<file path="config.mk">
export PLATFORM = sky130hd
export DESIGN_NAME = hgpe_div
export DESIGN_NICKNAME = d
export VERILOG_FILES = /design/src/rtl/hermite_grid_point_evaluator_core_assert.svh /design/src/rtl/hgpe_div.sv
export SDC_FILE = /design/constraint.sdc
export NUM_CORES = 1
export LEC_CHECK = 0
export ABC_AREA = 1
export BUFFER_PORTS_ARGS = -buffer_cell sky130_fd_sc_hd__buf_4
export CORE_MARGIN = 3
export CORE_UTILIZATION = 45
export DETAILED_ROUTE_END_ITERATION = 6
export GPL_TIMING_DRIVEN = 0
export HOLD_SLACK_MARGIN = 0.15
export SETUP_SLACK_MARGIN = 0.3
export SLEW_MARGIN = 20
export SYNTH_ARGS = -nofsm -noshare
export SYNTH_HDL_FRONTEND = slang
export SYNTH_SLANG_ARGS = --single-unit
</file>
<file path="constraint.sdc">
create_clock -name clk -period 4.5 [get_ports clk]
set_input_delay 0.225 -clock clk [delete_from_list [all_inputs] [get_ports clk]]
set_output_delay 0.225 -clock clk [all_outputs]
set_load 0.02 [all_outputs]
</file>
<file path="src/rtl/hermite_grid_point_evaluator_core_assert.svh">
// Assertion macros for the Hermite grid point evaluator.
// Used by the top level; expects clk and arst_n in scope.
`ifndef HERMITE_GRID_POINT_EVALUATOR_CORE_ASSERT_SVH
`define HERMITE_GRID_POINT_EVALUATOR_CORE_ASSERT_SVH

// same-cycle implication
`define HGPE_ASSERT_NOW(lbl, ante, cons, msg) \
	lbl: assert property (@(posedge clk) disable iff (!arst_n) (ante) |-> (cons)) \
		else $error(msg);

// next-cycle implication
`define HGPE_ASSERT_NEXT(lbl, ante, cons, msg) \
	lbl: assert property (@(posedge clk) disable iff (!arst_n) (ante) |=> (cons)) \
		else $error(msg);

`endif

</file>
<file path="src/rtl/hgpe_div.sv">
// Pipelined restoring divider, one quotient bit per stage.
// Needs num < den * 2**QW. No dependencies.
module hgpe_div #(
	parameter int NW = 16,
	parameter int DW = 13,
	parameter int QW = 4
) (
	input  logic          clk,
	input  logic          en,
	input  logic [NW-1:0] num,
	input  logic [DW-1:0] den,
	output logic [QW-1:0] quo,
	output logic [DW-1:0] rem
);
	localparam int CW = NW + DW;

	logic [NW-1:0] rem_s [1:QW];
	logic [QW-1:0] quo_s [1:QW];

	for (genvar s = 0; s < QW; s++) begin : g_step
		localparam int SH = QW - 1 - s;
		logic [NW-1:0] r_in;
		logic [QW-1:0] q_in;
		logic [CW-1:0] trial;
		logic          take;

		if (s == 0) begin : g_first
			assign r_in = num;
			assign q_in = '0;
		end else begin : g_next
			assign r_in = rem_s[s];
			assign q_in = quo_s[s];
		end

		assign trial = CW'(den) << SH;
		assign take  = CW'(r_in) >= trial;

		always_ff @(posedge clk) begin
			if (en) begin
				rem_s[s+1] <= take ? (r_in - trial[NW-1:0]) : r_in;
				quo_s[s+1] <= (q_in << 1) | QW'(take);
			end
		end
	end

	assign quo = quo_s[QW];
	assign rem = rem_s[QW][DW-1:0];
endmodule

</file>
== After elaboration in Yosys (flattened, before gate mapping) ==
Memories as Yosys holds them, arrays and structs flattened.
Cells that the tools add are included.

* Memories kept: 2
* Output and inout bits: 17
* Word-level logic and storage cells: 19
* Memory bits (writable): 80
* Register bits: 0

* Bitwise operators: 3
* Add/sub/neg operators: 4
* Magnitude comparators: 4
* Muxes and demuxes: 6

{| class="wikitable"
|+ Memories
! name !! words !! width !! rd ports !! clocked after memory_dff !! wr ports !! line !! text
|-
| rem_s || 4 || 16 || 4 || 0 || 4 || hgpe_div.sv:17 || <nowiki>logic [NW-1:0] rem_s [1:QW];</nowiki>
|-
| quo_s || 4 || 4 || 4 || 0 || 4 || hgpe_div.sv:18 || <nowiki>logic [QW-1:0] quo_s [1:QW];</nowiki>
|}

{| class="wikitable"
|+ Operators with widths
! cell !! number
|-
| $mux 16 || 4
|-
| $ge 16x13->1 || 1
|-
| $ge 16x14->1 || 1
|-
| $ge 16x15->1 || 1
|-
| $ge 16x16->1 || 1
|-
| $sub 16x13->16 || 1
|-
| $sub 16x14->16 || 1
|-
| $sub 16x15->16 || 1
|-
| $sub 16x16->16 || 1
|-
| $or 4x1->4 || 3
|-
| $mux 1 || 2
|}

== Logic depth before layout (Yosys ltp) ==
Gate-level depths: netlist of the first run.
An unclocked memory read counts as a cell.

* Depth after elaboration: 3
* Mapped depth: 14

== Worst setup path after synthesis of the first run ==
OpenSTA, ideal clock, no wires.

* Kind: register -> register
* From: register rem_s[0][18] (netlist name)
* To: register rem_s[0][45] (netlist name)
* Stages on the path, launching flop included: 15
* Setup time: 253 ps
* Period minus slack after synthesis: 1972 ps
* Setup slack: 2528 ps
* Data arrival time: 1719 ps
* Required time: 4247 ps
* Cells stage by stage: edfxtp_1 inv_1 ha_1 fa_1 inv_1 nand2_1 nand2_1 nand3_1 nand3_1 nand2_1 nand2_2 inv_2 buf_6 nand2_1 nand2_1

==> results.tsv, run 1 <==
stage	metric	value	unit
min_path	Hold Crit Start	num[13]	
clock_network	total number of H-tree levels	3	
die	Die Footprint	15700	µm²
yosys	Post-Syn Instances	934	
routing	residual DRC count	0	
sta	Pins Over Slew Limit	0	
worst_setup_path	critical path fanouts, max	10	
worst_setup_path	Worst EP required	4.59	ns
cells_and_area	fin area	7240	µm²
outcome	outcome	finished, final reports clean	
run	# Max-Cap Violations	0	
yosys	Synth Cell Area	6390	µm²
worst_setup_path	worst path arrival time	2.43	ns
cells_and_area	Post-layout nets	1082	
global_routing	grt ovf	0	
yosys	sequential fraction of the synthesis area	0.334	
sta	final worst setup slack	2.16	ns
min_path	min-delay worst type	in2reg	
yosys	Yosys cell types	31	
sta	Final Hold Fails	0	
clock_network	TritonCTS clock tree	yes	
sta	final setup violation count	0	
placed_design	Placed Area	6960	µm²
yosys	post-synthesis register bit count	71	
cells_and_area	fillers	1413	
clock_network	Reg clk slew, reported paths	0.06	ns
yosys	Avg Inst Size Synth	6.84	µm²
worst_setup_path	startpoint types	register	
die	chip width	125	µm
global_routing	largest net degree at the start of global routing	72	
sta	Slew @ Worst Pin	0.912	ns
die	Die H	125	µm
clock_network	number of setup buffers added after CTS	0	
power	VDD IR max	189	µV
placed_design	dpl ws	2.11	ns
cells_and_area	final non-filler cell total	1174	
routing	final antenna-violating net count	0	
die	I/O Pins	48	
sta	Final Critical Period	2.34	ns
worst_setup_path	Worst setup startpoint	rem_s[0][18]$_DFFE_PP_	
clock_network	# clock sinks	71	
clock_network	clock root buffer	clkbuf_16	
routing	drt first-iter violations	294	
yosys	Mapped Nets	1021	
power	PD cells	421	nW/µm²
routing	Routed WL	16000	µm
routing	DR pass1 iterations	4	
global_routing	first-pass GRT wire length	26900	µm
clock_network	TritonCTS buffer count	9	
placed_design	placed insts	1157	
placed_design	DP HPWL	13100	µm
power	total chip power	0.00305	W
min_path	Hold Path Depth	3	
cells_and_area	ant diodes	0	
routing	routed via count	5804	
global_routing	antenna violations before repair	0	
yosys	Ys Warns	0	
cells_and_area	Area growth syn-to-layout	13.4	%
die	core area	13600	µm²
global_routing	vias in the first global route	5875	
sta	Fmax	428	MHz
sta	RSZ-0062 raised after global routing	false	
sta	Clock Skew	0.00480	ns
worst_setup_path	Critical Path Sink Type	register	
placed_design	Buffers on Ports	47	
routing	drt wl/cell	13.6	µm
placed_design	gpl congestion	0.894	
sta	Slew HR	0.392	
worst_setup_path	Crit Path Class	reg2reg	
worst_setup_path	worst r2r path cells	14	
worst_setup_path	r2r startpoint	rem_s[0][18]$_DFFE_PP_	
power	leak pwr	3.95	nW
clock_network	CTS max path bufs	2	
clock_network	Skew-Pair Late Insertion Delay	0.34	ns
sta	Tcrit/Tclk final	0.519	
cells_and_area	layout cells sized above 1	0.101	
routing	Via density	4.94	
die	Starting Density	0.471	
clock_network	post-cts resize count	0	
sta	setup_tns	0	ns
die	FP Rows	42	
global_routing	gr usage total	0.213	
[what timing repair did]
action                     CTS  global route
hold buffers                 3             0
setup endpoints to repair    0             0
hold endpoints to repair     3             0
[worst max-delay path, stage by stage (launching register included)]
cell and delay, ns:
edfxtp_1 0.32, inv_1 0.05, ha_1 0.20, fa_1 0.36, inv_1 0.11, nand2_1 0.08
nand2_1 0.14, nand3_1 0.11, nand3_1 0.10, nand2_1 0.07, nand2_2 0.19, inv_2 0.09
buf_6 0.16, nand2_1 0.06, nand2_1 0.06
[cells in the final DEF, fill, tap and decap left out, types with 2 or more instances in the layout]
cell type / count
o21ai_0: 8
inv_1: 177
buf_6: 5
clkinvlp_4: 2
xnor2_1: 3
nor2_4: 2
nand4_1: 19
or2_2: 2
nand2_4: 2
buf_4: 49
nor2_2: 4
dlygate4sd3_1: 3
a21oi_1: 22
nor2_1: 48
nand3_1: 96
a21oi_2: 6
nand2_2: 10
nor3_1: 2
xor2_1: 16
o21bai_1: 2
nand2_1: 365
buf_2: 3
clkbuf_16: 9
clkinv_1: 2
edfxtp_1: 71
fa_1: 4
and2_1: 4
ha_1: 52
inv_2: 3
[stage by stage]
| stage | hold WS (ns) | utilization |
|---|---|---|
| after detailed placement | 0.405 | 0.513 |
| final | 0.202 | 0.534 |
| after floorplan | 0.324 | - |
| after CTS | 0.194 | 0.534 |
| after global routing | 0.224 | 0.534 |
| after global placement | 0.400 | 0.513 |
[state kept, by name, summed over array words and instances (netlist names)]
signal,cells
rem_s,61
quo_s,10
[metal layers]
layer / GRT usage / wire, µm
met5: 0 / 0
met4: 0.103 / 603
met3: 0.0226 / 453
met2: 0.410 / 8360
met1: 0.229 / 6610
[Yosys cell counts]
master    instances  share of area
a21oi_1          22          0.017
a21oi_2           6         0.0082
and2_1            4         0.0039
and3_1            1        0.00098
buf_2             3         0.0023
buf_4             2         0.0023
buf_6             5         0.0088
edfxtp_1         71           0.33
fa_1              4          0.013
ha_1             52           0.10
inv_1           177           0.10
inv_2             3         0.0018
nand2_1         365           0.21
nand2_2          10         0.0098
nand2_4           2         0.0035
nand3_1          96          0.075
nand3_2           1         0.0016
nand3b_1          1         0.0012
nand4_1          19          0.019
nor2_1           48          0.028
nor2_2            4         0.0039
nor2_4            2         0.0035
nor3_1            2         0.0016
nor3_2            1         0.0016
o21ai_0           8         0.0063
o21bai_1          2         0.0023
or2_0             1        0.00098
or2_2             2         0.0020
or2_4             1         0.0014
xnor2_1           3         0.0041
xor2_1           16          0.022
[kinds of logic (layout without fill, tap and decap cells)]
group	Yosys count	in the layout	synth area share
fa+ha+maj	56	56	0.114
simple gates	560	560	0.372
flops	71	71	0.334
buf+inv	190	254	0.119
compound gates	38	38	0.0341
xor+xnor	19	19	0.0261
[where the power goes]
group	switching, W	internal (W)
sequential	0.0000651	0.000941
combinational	0.000882	0.000525
clock	0.000272	0.000361
total	0.00122	0.00183
[final timing paths]
kind / to / slack, ns
setup / recovery: rem_s[0][44]$_DFFE_PP_ / 2.16
hold / removal: rem_s[0][29]$_DFFE_PP_ / 0.20
setup reg to reg: rem_s[0][44]$_DFFE_PP_ / 2.16
hold reg to reg: quo_s[0][17]$_DFFE_PP_ / 0.42
[final cells by class]
type | instances | area (µm²) | share of cell area
Buffer | 10 | 86.3 | 0.0119
Clock buffer | 9 | 225 | 0.0311
Clock inverter | 5 | 27.5 | 0.00380
Inverter | 180 | 676 | 0.0933
Multi-Input combinational cell | 673 | 3490 | 0.482
Sequential cell | 71 | 2130 | 0.294
Tap cell | 176 | 220 | 0.0304
Timing Repair Buffer | 50 | 383 | 0.0529
Note: power is estimated with default switching activity, not from simulation.
==> inputs of run 2 (changes only) <==
==> constraint.sdc (replaced) <==
create_clock -name clk -period 2.1 [get_ports clk]
set_input_delay 0.105 -clock clk [delete_from_list [all_inputs] [get_ports clk]]
set_output_delay 0.105 -clock clk [all_outputs]
set_load 0.02 [all_outputs]
==> run 2 against run 1 <==
  * First-iteration DRC count is 32% higher
  * Die area stayed put
  * Largest cell class unchanged
  * Critical path type unchanged
  * Routed wire length increased by 23%
==> results.tsv, run 2 (synthesis results as in run 1) <==
stage	metric	value	unit
power	PD cells	896	nW/µm²
die	chip width	125	µm
routing	residual DRC count	0	
power	Int Pwr	0.00501	W
power	leak pwr	4.59	nW
die	FP Rows	42	
power	clock share of power	0.179	
placed_design	Placed Area	6980	µm²
cells_and_area	fillers	1101	
clock_network	TritonCTS buffer count	9	
power	power share of the combinational group	0.553	
routing	Via density	5.09	
die	core area	13600	µm²
clock_network	Reg clk slew, reported paths	0.06	ns
sta	RSZ-0062 raised after global routing	true	
global_routing	GR Util met1	0.252	
sta	Slew @ Worst Pin	0.937	ns
power	sequential group share of total power	0.268	
clock_network	total number of H-tree levels	3	
die	Die Footprint	15700	µm²
cells_and_area	fin area	9310	µm²
outcome	outcome	finished, final reports clean	
power	Switch Pwr	0.00334	W
run	# Max-Cap Violations	0	
global_routing	gr usage total	0.241	
cells_and_area	most common cell after layout, fill and taps aside	nand2_1	
global_routing	antenna violations before repair	0	
cells_and_area	Top Registers	rem_s (61), quo_s (10)	
sta	WHS	0.316	ns
sta	final setup violation count	0	
worst_setup_path	worst path arrival time	2.14	ns
die	Starting Density	0.471	
sta	Tcrit/Tclk final	0.967	
worst_setup_path	critical path fanouts, max	4	
worst_setup_path	Critical Path Sink Type	register	
min_path	min-delay worst type	in2reg	
cells_and_area	final non-filler cell total	1274	
clock_network	CTS max path bufs	2	
global_routing	met2 Use GR	0.454	
routing	drt first-iter violations	389	
cells_and_area	Post-layout nets	1181	
worst_setup_path	Crit Path Class	reg2reg	
routing	routed via count	6481	
global_routing	vias in the first global route	6521	
power	Sw Share	0.400	
sta	Pins Over Slew Limit	0	
placed_design	placed insts	1157	
sta	Fmax	493	MHz
sta	setup_tns	0	ns
global_routing	GRT met3 Usage	0.0239	
placed_design	DP HPWL	13100	µm
die	I/O Pins	48	
sta	Final Critical Period	2.03	ns
worst_setup_path	startpoint types	register	
placed_design	gpl congestion	0.901	
routing	DR pass1 iterations	4	
clock_network	clock root buffer	clkbuf_16	
routing	final antenna-violating net count	0	
cells_and_area	max FFs per register	61	
global_routing	largest net degree at the start of global routing	72	
cells_and_area	Area growth syn-to-layout	45.8	%
cells_and_area	most frequent cells in the layout	nand2_1 (285), inv_1 (161), buf_4 (119)	
cells_and_area	ant diodes	0	
global_routing	grt ovf	0	
sta	Slew HR	0.376	
placed_design	Buffers on Ports	47	
global_routing	first-pass GRT wire length	30100	µm
die	Die H	125	µm
sta	final worst setup slack	0.0696	ns
cells_and_area	register name with the most flops	rem_s	
clock_network	# clock sinks	71	
cells_and_area	layout cells sized above 1	0.338	
global_routing	GR peak layer	met2	
sta	Final Hold Fails	0	
routing	drt wl/cell	15.5	µm
clock_network	Skew-Pair Late Insertion Delay	0.35	ns
routing	Routed WL	19700	µm
worst_setup_path	Worst EP required	2.21	ns
placed_design	dpl ws	-0.115	ns
sta	Clock Skew	0.00458	ns
power	VDD IR max	374	µV
clock_network	TritonCTS clock tree	yes	
==> run 2: repair_timing <==
item	4_1_cts	5_1_grt
hold buffers	16	0
setup endpoints to repair	45	59
setup buffers	49	31
endpoints found under the hold margin	16	0
pin swaps	55	61
cloned	5	1
gates resized for setup	132	124
==> run 2: area by class of cell <==
cell class	instances	area (µm²)	area share
plain buffers	10	118	0.0126
repair buffers	149	1260	0.136
inverters	180	706	0.0758
clock inverters	5	50.0	0.00537
multi-input cells	673	4590	0.493
well taps	176	220	0.0236
flip-flops and latches	71	2130	0.229
clock buffers	10	229	0.0246
==> run 2: final timing paths <==
path | slack, ns | cells after the start | to | start
setup reg to reg | 0.07 | 10 | rem_s[0][66]$_DFFE_PP_ | rem_s[0][52]$_DFFE_PP_
setup / recovery | 0.07 | 10 | rem_s[0][66]$_DFFE_PP_ | rem_s[0][52]$_DFFE_PP_
hold / removal | 0.32 | 6 | rem_s[0][27]$_DFFE_PP_ | num[11]
hold reg to reg | 0.42 | 0 | quo_s[0][14]$_DFFE_PP_ | quo_s[0][9]$_DFFE_PP_
==> run 2: metrics by stage <==
step | total power, W | util
after floorplan | 0.00441 | -
after global placement | 0.00518 | 0.515
after detailed placement | 0.00521 | 0.515
after CTS | 0.00758 | 0.628
after global routing | 0.00894 | 0.687
final | 0.00834 | 0.687
==> run 2: power by group through the flow <==
stage | registers [W] | logic, W | clock network (W)
4_1_cts | 0.00222 | 0.00384 | 0.00152
3_3_place_gp | 0.00218 | 0.00300 | 0
3_5_place_dp | 0.00219 | 0.00302 | 0
2_1_floorplan | 0.00227 | 0.00214 | 0
6_report | 0.00223 | 0.00461 | 0.00150
5_1_grt | 0.00226 | 0.00510 | 0.00158
==> run 2: worst max-delay path, cell delays in order (launching register included) <==
cell	delay (ns)
edfxtp_1	0.46
ha_4	0.34
nand2_1	0.11
nor2_2	0.18
nand2_1	0.14
nand3_4	0.14
nand2_8	0.09
buf_6	0.13
buf_6	0.10
nand3_2	0.05
nand2_1	0.05
==> run 2: routing by layer <==
| layer | wire, µm | vias to the layer above |
|---|---|---|
| met1 | 7510 | 3010 |
| li1 | - | 3268 |
| met3 | 481 | 74 |
| met5 | 0 | - |
| met4 | 1180 | 0 |
| met2 | 10500 | 129 |
==> inputs of run 3 (changes only) <==
==> constraint.sdc (replaced) <==
create_clock -name clk -period 2.36 [get_ports clk]
set_input_delay 0.118 -clock clk [delete_from_list [all_inputs] [get_ports clk]]
set_output_delay 0.118 -clock clk [all_outputs]
set_load 0.02 [all_outputs]
==> run 3 against run 2 <==
  * Combinational power shrank 34%
  * Largest cell class unchanged
  * Hold slack lost 0.14 ns
  * Non-clock buffer count fell by 67
  * Clock skew up 0.00067 ns
==> results.tsv, run 3 (synthesis results as in run 1) <==
stage	metric	value	unit
routing	final antenna-violating net count	0	
worst_setup_path	crit-path cells	inv_2 > ha_4 > fa_2 > inv_2 > nand2_2 > nand2_2 > nand3_2 > nand3_2 > nand2_2 > nand2_4 > inv_4 > buf_6 > nand2_1 > nand2_1	
cells_and_area	Post-layout nets	1114	
clock_network	total number of H-tree levels	3	
routing	routed via count	6018	
cells_and_area	most frequent cells in the layout	nand2_1 (353), inv_1 (174), nand3_1 (90)	
sta	Fmax	499	MHz
cells_and_area	ant diodes	0	
sta	final setup violation count	0	
clock_network	Skew-Pair Late Insertion Delay	0.34	ns
power	leak pwr	4.14	nW
clock_network	clock root buffer	clkbuf_16	
placed_design	gpl congestion	0.894	
die	FP Rows	42	
global_routing	gr usage total	0.216	
routing	Routed WL	16900	µm
global_routing	grt ovf	0	
die	Starting Density	0.471	
die	core area	13600	µm²
sta	Tcrit/Tclk final	0.849	
cells_and_area	final core utilization	0.586	
die	chip width	125	µm
sta	Slew @ Worst Pin	0.933	ns
run	# Max-Cap Violations	0	
global_routing	largest net degree at the start of global routing	72	
sta	setup_tns	0	ns
clock_network	CTS max path bufs	2	
placed_design	DP HPWL	13100	µm
cells_and_area	max FFs per register	61	
placed_design	placed insts	1157	
worst_setup_path	Critical Path Max Stage Delay	0.35	ns
cells_and_area	layout cells sized above 1	0.169	
min_path	min-delay worst type	in2reg	
global_routing	antenna violations before repair	0	
sta	Pins Over Slew Limit	0	
routing	Via density	4.99	
clock_network	Reg clk slew, reported paths	0.06	ns
cells_and_area	register name with the most flops	rem_s	
die	I/O Pins	48	
sta	Clock Skew	0.00526	ns
die	Die H	125	µm
clock_network	# clock sinks	71	
sta	Final Hold Fails	0	
clock_network	TritonCTS clock tree	yes	
power	PD cells	779	nW/µm²
power	VDD IR max	367	µV
sta	RSZ-0062 raised after global routing	true	
worst_setup_path	Crit Path Class	reg2reg	
global_routing	vias in the first global route	5966	
worst_setup_path	Critical Path Sink Type	register	
sta	Slew HR	0.378	
die	Die Footprint	15700	µm²
worst_setup_path	Worst EP required	2.45	ns
routing	drt wl/cell	14.0	µm
sta	Final Critical Period	2.00	ns
routing	residual DRC count	0	
cells_and_area	Top Registers	rem_s (61), quo_s (10)	
sta	WHS	0.177	ns
clock_network	TritonCTS buffer count	9	
worst_setup_path	worst path arrival time	2.10	ns
outcome	outcome	finished, final reports clean	
worst_setup_path	Worst path slowest cell	fa_2	
placed_design	Buffers on Ports	47	
cells_and_area	most common cell after layout, fill and taps aside	nand2_1	
global_routing	first-pass GRT wire length	27400	µm
routing	drt first-iter violations	307	
cells_and_area	fin area	7950	µm²
worst_setup_path	delay-heaviest family, CP	simple AND/OR/NAND/NOR gates	
cells_and_area	Area growth syn-to-layout	24.4	%
routing	DR pass1 iterations	5	
worst_setup_path	critical path fanouts, max	5	
worst_setup_path	worst path buffer plus inverter count	4	
worst_setup_path	CP dominant cell by count	nand2_2	
placed_design	Placed Area	6960	µm²
cells_and_area	final non-filler cell total	1206	
worst_setup_path	startpoint types	register	
[run 3: cell types whose count changed in the layout (fill, tap and decap cells not counted), moves of 14 or more]
cell,before,now
nand2_2,71,20
ha_4,40,21
nand3_1,70,90
nand2_1,285,353
nand2_4,19,4
nand3_2,21,7
buf_4,119,67
ha_1,10,26
[run 3: tightest hold or removal path: stages]
cell and delay, ns:
buf_4 0.09, inv_1 0.06, o21ai_0 0.15
[run 3: final timing paths]
path / startpoint / to / slack [ns] / cells after the start
setup / recovery: rem_s[0][18]$_DFFE_PP_ / rem_s[0][45]$_DFFE_PP_ / 0.36 / 14
hold reg to reg: quo_s[0][12]$_DFFE_PP_ / quo_s[0][17]$_DFFE_PP_ / 0.42 / 0
hold / removal: num[4] / rem_s[0][20]$_DFFE_PP_ / 0.18 / 3
setup reg to reg: rem_s[0][18]$_DFFE_PP_ / rem_s[0][45]$_DFFE_PP_ / 0.36 / 14
[run 3: metrics by stage]
step | total power (W) | setup slack, ns
after floorplan | 0.00392 | 0.388
after global placement | 0.00460 | 0.00993
after detailed placement | 0.00463 | 0.00851
after CTS | 0.00594 | 0.294
after global routing | 0.00670 | 0.259
final | 0.00619 | 0.356
[run 3: per-layer routing]
layer	GRT usage	vias to the layer above	share of wire
met3	0.0230	44	0.029
met1	0.232	2720	0.41
met5	0	-	0
met4	0.115	0	0.039
li1	-	3137	-
met2	0.413	117	0.53
[run 3: power by group]
part	internal [W]	switching, W
combinational	0.00125	0.00178
clock	0.000689	0.000523
sequential	0.00180	0.000152
[run 3: cell type report]
| cell class | instances | area (µm²) |
|---|---|---|
| Clock buffer | 9 | 225 |
| Multi-Input combinational cell | 673 | 3880 |
| Buffer | 10 | 115 |
| Sequential cell | 71 | 2130 |
| Inverter | 180 | 678 |
| Fill cell | 1318 | 5610 |
| Clock inverter | 5 | 27.5 |
| Tap cell | 176 | 220 |
| Timing Repair Buffer | 82 | 669 |
[run 3: repair_timing]
action / 4_1_cts / 5_1_grt
cloned: 1 / 0
buffers inserted: 5 / 14
hold buffers: 15 / 0
resized for setup: 20 / 56
pin swaps: 5 / 20
endpoints found under the hold margin: 15 / 0
setup endpoints to repair: 35 / 47
